`config.mk`:
```
export PLATFORM = sky130hd
export DESIGN_NAME = abc128_round
export DESIGN_NICKNAME = d
export VERILOG_FILES = /design/src/hdl/abc128_pkg.sv /design/src/hdl/abc128_round.sv
export SDC_FILE = /design/constraint.sdc
export NUM_CORES = 1
export LEC_CHECK = 0
export BUFFER_PORTS_ARGS = -buffer_cell sky130_fd_sc_hd__buf_2
export CAP_MARGIN = 10
export CORE_AREA = 4 4 504 506
export CTS_CLUSTER_DIAMETER = 40
export CTS_CLUSTER_SIZE = 20
export DETAILED_ROUTE_END_ITERATION = 8
export DIE_AREA = 0 0 508 510
export RECOVER_POWER = 25
export SLEW_MARGIN = 20
export SYNTH_ARGS = -nofsm -noshare
export SYNTH_HDL_FRONTEND = slang
export SYNTH_SLANG_ARGS = --single-unit
```
`constraint.sdc`:
```
create_clock -name i_clk -period 17.2 [get_ports i_clk]
set_input_delay 0.86 -clock i_clk [delete_from_list [all_inputs] [get_ports i_clk]]
set_output_delay 0.86 -clock i_clk [all_outputs]
set_load 0.1 [all_outputs]
```
`src/hdl/abc128_pkg.sv`:
```
package abc128_pkg;

    localparam int TABLE_DEPTH = 64;
    localparam int TBL_AW      = $clog2(TABLE_DEPTH);
    localparam int NUM_RW      = 32;
    localparam int RW_AW       = $clog2(NUM_RW);
    localparam int NUM_ROUNDS  = 16;

    localparam logic [31:0] KEY_BIAS = 32'h33cf_c738;
    localparam logic [31:0] KEY_MIX  = 32'h1986_0719;

    typedef logic [31:0] t_word;
    typedef logic [3:0][31:0] t_blk;
    typedef logic [NUM_RW-1:0][31:0] t_keys;

    typedef enum logic [1:0] {
        OP_LOAD = 2'd0,
        OP_ENC  = 2'd1,
        OP_DEC  = 2'd2,
        OP_NONE = 2'd3
    } t_op;

    typedef struct packed {
        logic busy;
        logic done;
    } t_ks_stat;

    // per round: state word, chain words, whitening targets and key indexes
    localparam int PLAN_ST [NUM_ROUNDS] = '{3,3,3,3,3,3,1,1,1,1,0,0,0,0,0,0};
    localparam int PLAN_C0 [NUM_ROUNDS] = '{0,0,1,1,2,2,0,0,2,2,1,1,2,2,3,3};
    localparam int PLAN_C1 [NUM_ROUNDS] = '{1,2,0,2,0,1,2,3,0,3,2,3,1,3,1,2};
    localparam int PLAN_C2 [NUM_ROUNDS] = '{2,1,2,0,1,0,3,2,3,0,3,2,3,1,2,1};
    localparam int PLAN_T0 [NUM_ROUNDS] = '{3,3,3,3,3,1,1,1,1,0,0,0,0,0,0,0};
    localparam int PLAN_T1 [NUM_ROUNDS] = '{0,1,1,2,2,0,0,2,2,1,1,2,2,3,3,0};
    localparam int PLAN_T2 [NUM_ROUNDS] = '{2,0,2,0,1,2,3,0,3,2,3,1,3,1,2,0};
    localparam int PLAN_T3 [NUM_ROUNDS] = '{1,2,0,1,0,3,2,3,0,3,2,3,1,2,1,0};
    localparam int PLAN_W0 [NUM_ROUNDS] =
        '{17,18,19,20,21,22,23,24,25,26,27,28,29,30,31,0};
    localparam int PLAN_W1 [NUM_ROUNDS] =
        '{20,21,22,23,24,25,26,27,28,29,30,31,0,1,2,0};
    localparam int PLAN_W2 [NUM_ROUNDS] =
        '{22,23,24,25,26,27,28,29,30,31,0,1,2,3,4,0};
    localparam int PLAN_W3 [NUM_ROUNDS] =
        '{24,25,26,27,28,29,30,31,0,1,2,3,4,5,6,0};

    function automatic t_word rotl(input t_word x, input int c);
        return (x << c) | (x >> (32 - c));
    endfunction

    function automatic t_blk whiten(input t_keys kw);
        return {kw[16], kw[23], kw[21], kw[19]};
    endfunction

endpackage

```
`src/hdl/abc128_round.sv`:
```
module abc128_round #(
    parameter int P = 0
) (
    input  logic               i_clk,
    input  logic               i_rst_n,
    input  logic               i_en,
    input  logic               i_valid,
    input  logic               i_dec,
    input  abc128_pkg::t_blk   i_x,
    input  abc128_pkg::t_keys  i_kw,
    output logic               o_valid,
    output logic               o_dec,
    output abc128_pkg::t_blk   o_x,
    output logic               o_busy
);
    import abc128_pkg::*;

    // encrypt runs round P here, decrypt runs round 15-P
    localparam int RE  = P;
    localparam int RD  = NUM_ROUNDS - 1 - P;
    localparam int EST = PLAN_ST[RE];
    localparam int EC0 = PLAN_C0[RE];
    localparam int EC1 = PLAN_C1[RE];
    localparam int EC2 = PLAN_C2[RE];
    localparam int DST = PLAN_ST[RD];
    localparam int DC0 = PLAN_C0[RD];
    localparam int DC1 = PLAN_C1[RD];
    localparam int DC2 = PLAN_C2[RD];
    localparam bit EWH = (RE < NUM_ROUNDS - 1);
    localparam bit DWH = (RD < NUM_ROUNDS - 1);

    logic  r_va, r_vb, r_vc, r_da, r_db, r_dc;
    t_blk  r_xa, r_xb, r_xc;
    t_blk  w_ea, w_da, w_eb, w_db, w_ec, w_dc;
    t_word w_ps, w_dt, w_et, w_ek, w_ekn, w_dk, w_dkn;

    assign w_ek  = i_kw[RE];
    assign w_ekn = i_kw[RE + 1];
    assign w_dk  = i_kw[RD];
    assign w_dkn = i_kw[RD + 1];

    always_comb begin
        w_ps       = i_x[EST] + w_ek;
        w_ea       = i_x;
        w_ea[EC0]  = i_x[EC0] + rotl(w_ps, 1);
        w_ea[EST]  = w_ps;

        w_da = i_x;
        if (DWH) begin
            w_da[PLAN_T0[RD]] = w_da[PLAN_T0[RD]] ^ i_kw[PLAN_W0[RD]];
            w_da[PLAN_T1[RD]] = w_da[PLAN_T1[RD]] ^ i_kw[PLAN_W1[RD]];
            w_da[PLAN_T2[RD]] = w_da[PLAN_T2[RD]] ^ i_kw[PLAN_W2[RD]];
            w_da[PLAN_T3[RD]] = w_da[PLAN_T3[RD]] ^ i_kw[PLAN_W3[RD]];
        end
        w_da[DC2] = w_da[DC2] ^ rotl(w_dk, 1);
        w_dt      = (rotl(w_da[DC2], 5) + w_dk) ^ w_dkn;
        w_da[DST] = w_da[DST] ^ w_dt;
        w_da[DC0] = w_da[DC0] ^ rotl(w_dt, 1);
        w_da[DC1] = w_da[DC1] ^ rotl(w_dt, 2);
    end

    always_comb begin
        w_eb      = r_xa;
        w_eb[EC1] = r_xa[EC1] + rotl(r_xa[EC0], 2);
        w_eb[EC2] = r_xa[EC2] + rotl(w_eb[EC1], 3);

        w_db      = r_xa;
        w_db[DC2] = r_xa[DC2] - rotl(r_xa[DC1], 3);
        w_db[DC1] = r_xa[DC1] - rotl(r_xa[DC0], 2);
    end

    always_comb begin
        w_et      = (rotl(r_xb[EC2], 5) + w_ek) ^ w_ekn;
        w_ec      = r_xb;
        w_ec[EST] = r_xb[EST] ^ w_et;
        w_ec[EC0] = r_xb[EC0] ^ rotl(w_et, 1);
        w_ec[EC1] = r_xb[EC1] ^ rotl(w_et, 2);
        w_ec[EC2] = r_xb[EC2] ^ rotl(w_ek, 1);
        if (EWH) begin
            w_ec[PLAN_T0[RE]] = w_ec[PLAN_T0[RE]] ^ i_kw[PLAN_W0[RE]];
            w_ec[PLAN_T1[RE]] = w_ec[PLAN_T1[RE]] ^ i_kw[PLAN_W1[RE]];
            w_ec[PLAN_T2[RE]] = w_ec[PLAN_T2[RE]] ^ i_kw[PLAN_W2[RE]];
            w_ec[PLAN_T3[RE]] = w_ec[PLAN_T3[RE]] ^ i_kw[PLAN_W3[RE]];
        end

        w_dc      = r_xb;
        w_dc[DC0] = r_xb[DC0] - rotl(r_xb[DST], 1);
        w_dc[DST] = r_xb[DST] - w_dk;
    end

    always_ff @(posedge i_clk) begin
        if (!i_rst_n) begin
            r_va <= 1'b0;
            r_vb <= 1'b0;
            r_vc <= 1'b0;
        end else if (i_en) begin
            r_va <= i_valid;
            r_vb <= r_va;
            r_vc <= r_vb;
        end
    end

    always_ff @(posedge i_clk) begin
        if (i_en) begin
            r_da <= i_dec;
            r_db <= r_da;
            r_dc <= r_db;
            r_xa <= i_dec ? w_da : w_ea;
            r_xb <= r_da ? w_db : w_eb;
            r_xc <= r_db ? w_dc : w_ec;
        end
    end

    assign o_valid = r_vc;
    assign o_dec   = r_dc;
    assign o_x     = r_xc;
    assign o_busy  = r_va | r_vb | r_vc;

endmodule

```
==> results.sh <==
export IMPL_status="finished, violations left"
export IMPL_die_area_um2=259000
export IMPL_drc=0
export IMPL_cp_slowest_cell="xnor2_1"
export IMPL_multi_input_area_um2=20700
export IMPL_synth_edf_count=387
export IMPL_drv_slew=403
export IMPL_drtPass1Iterations=6
export IMPL_yosysWarnings=0
export IMPL_port_buffers=519
export IMPL_io_pins=1288
export IMPL_clock_skew_ps=51.3
export IMPL_max_stage_delay_ps=850
export IMPL_drive_above_1_share_pct=18.7
export IMPL_wl_per_cell_um=26.6
export IMPL_grt_overflow_total=0
export IMPL_setup_viol=0
export IMPL_arrival_ps=9240
export IMPL_clockBufferDepth=3
export IMPL_syn_inst=3459
export IMPL_worst_hold_slack_ps=431
export IMPL_cts_hold_buf=0
export IMPL_synth_async_reset_ratio_pct=0
export IMPL_synthFlopType="edfxtp_1"
export IMPL_leakage_nw=16.9
export IMPL_grt_pass1_vias=28600
export IMPL_hpwl_um=174000
export IMPL_first_iter_violations=2814
export IMPL_placementRows=184
export IMPL_synthXorXnorAreaFrac_pct=19.4
export IMPL_worst_pin_slew_ps=4550
export IMPL_final_antenna_net_count=0
export IMPL_synth_seq_cells=390
export IMPL_synth_compound_area_share_pct=17.3
export IMPL_grt_max_degree=81
export IMPL_antenna_found_initial=150
export IMPL_fill_cells=28100
export IMPL_power_density_nw_per_um2=200
export IMPL_cts_resized_gates=0
export IMPL_core_area_um2=250000
export IMPL_synthMuxAreaShare_pct=1.64
export IMPL_worstSetupPathType="flip-flop to flip-flop"
export IMPL_grt_pass1_wl_um=255000
export IMPL_crit_fanout=10
export IMPL_required_ps=17560
export IMPL_cts_setup_buffers=0
export IMPL_synth_top_area_share_pct=35.1
export IMPL_rsz0062_at_grt="no"
export IMPL_period_share_pct=51.6
export IMPL_period_needed_ps=8880
export IMPL_crit_buf_inv=0
export IMPL_clock_tree_root_cell="clkbuf_16"
export IMPL_track_usage_pct=14.7
export IMPL_synth_top_cell_by_area="edfxtp_1"
export IMPL_routed_wl_um=198000
export IMPL_nNetsFinal=5462
export IMPL_avgSynthCellArea_um2=9.58
export IMPL_synth_top_family_by_area="XOR/XNOR gates"
export IMPL_slew_limit_headroom_pct=-204
export IMPL_vias=30100
export IMPL_yosys_area_share_simple_pct=12.5
export IMPL_cts_tree="yes"
export IMPL_synth_seq_area_share_pct=35.3
export IMPL_synthAdderAreaFrac_pct=11.1
export IMPL_gp_congestion=0.948
export IMPL_holdCritPathClass="primary input to flip-flop"
export IMPL_violations="capacitance limit, slew limit"
export IMPL_insertion_delay_ps=690
export IMPL_clkSlewWorstSetupHoldPaths_ps=50
export IMPL_viasPerCell=4.03
export IMPL_layout_area_seq_um2=11700
export IMPL_max_freq_mhz=113
export IMPL_start_kind="flip-flop"
export IMPL_synth_cell_types=89
export IMPL_synthToLayoutAreaGrowth_pct=29.4
export IMPL_syn_nets=4905
export IMPL_end_kind="flip-flop"
export IMPL_initial_core_util_pct=13.2
export IMPL_cts_sinks=390
export IMPL_drv_cap=6
export IMPL_numCtsBuffers=78
export IMPL_vdd_drop_max_mv=0.146
export IMPL_htree_levels=3
export IMPL_setup_tns_ps=0
export IMPL_chipWidth_um=508
export IMPL_synth_cell_area_um2=33100
export IMPL_die_y_um=510
export IMPL_synth_area_leaders="edfxtp_1 (35%), xnor2_1 (12%), ha_1 (11%), xor2_1 (7.0%), a21oi_1 (4.4%)"
export IMPL_timing_hold_violations_final=0
export IMPL_cpLargestDelayFamily="compound AO/OA/AOI/OAI gates"
==> power by group <==
part | internal, W | leakage [nW] | switching [W] | total [W]
registers | 0.00151 | 3.80 | 0.000417 | 0.00192
clock network | 0.000989 | 1.31 | 0.000592 | 0.00158
logic | 0.00147 | 11.8 | 0.00360 | 0.00507
==> cells by family after synthesis <==
logic type	after synthesis
AO/OA/AOI/OAI	896
AND/OR/NAND/NOR	867
XOR/XNOR	730
flip-flops	390
adder cells (fa/ha/maj)	289
buffers and inverters	237
multiplexers	50
==> final timing paths <==
kind / start / end / slack [ps] / depth (start not counted)
setup reg to reg: r_xa[4] / r_xb[95] / 8320 / 25
setup / recovery: r_xa[4] / r_xb[95] / 8320 / 25
hold reg to reg: r_xa[108] / r_xb[108] / 520 / 0
hold / removal: i_rst_n / r_va / 430 / 2
==> cell usage in the layout, fill, tap and decap left out, types with 80 or more instances in the layout <==
cell type,synthesis,final
xnor2_1,464,439
xor2_1,264,264
a21o_1,107,107
buf_2,4,512
ha_1,280,280
nor2_1,255,255
o21ai_0,173,172
nand2_1,267,267
edfxtp_1,387,387
inv_1,161,160
a21oi_1,292,290
clkbuf_16,0,80
==> cells in the mapped netlist (all sizes together) (6+ instances only) <==
library cell	instances
a2111oi	16
a211o	8
a211oi	35
a21boi	14
a21o	107
a21oi	292
a221oi	6
a31o	12
a31oi	25
and2	16
and3	26
and4	12
buf	23
clkbuf	51
edfxtp	387
fa	9
ha	280
inv	161
mux2	23
mux2i	26
nand2	267
nand2b	44
nand3	38
nand3b	7
nand4	22
nand4b	6
nor2	255
nor2b	40
nor3	50
nor3b	10
nor4	11
o2111ai	6
o211ai	22
o21a	52
o21ai	178
o21bai	38
o22ai	7
o31ai	22
or2	11
or3	34
xnor2	464
xor2	264
==> registers in the layout, summed over array words and instances, names as in the netlist <==
signal	flops
r_xb	128
r_da	1
r_db	1
o_valid	1
r_xa	128
r_va	1
o_x	128
o_dec	1
r_vb	1
==> routing by layer <==
layer | part of all wire, % | track usage [%] | routed length (um) | up-vias
li1 | - | - | - | 13700
met1 | 49 | 21.8 | 96900 | 14500
met2 | 37 | 19.1 | 73200 | 1574
met3 | 9.6 | 4.62 | 19100 | 309
met4 | 4.5 | 5.76 | 8840 | 70
met5 | 0.23 | 0 | 461 | -
==> metrics by stage <==
step           area, um2  setup WS [ps]  total power [W]  std cells  util, %
2_1_floorplan      33100          10720          0.00484       3459        -
3_3_place_gp       40100           8430          0.00691       7284     16.0
3_5_place_dp       40100           8480          0.00692       7284     16.0
4_1_cts            42800           8410          0.00856       7426     17.1
5_1_grt            42800           8080          0.00894       7434     17.1
6_report           42800           8320          0.00857       7471     17.1
==> layout make-up <==
type | count | share of cell area [%]
repair buffers | 551 | 6.55
diodes | 45 | 0.263
well taps | 3348 | 9.78
clock inverters | 50 | 1.47
flip-flops and latches | 390 | 27.3
clock buffers | 92 | 4.85
multi-input cells | 2832 | 48.4
inverters | 163 | 1.43
No activity file was read; power rests on OpenSTA's default activity.
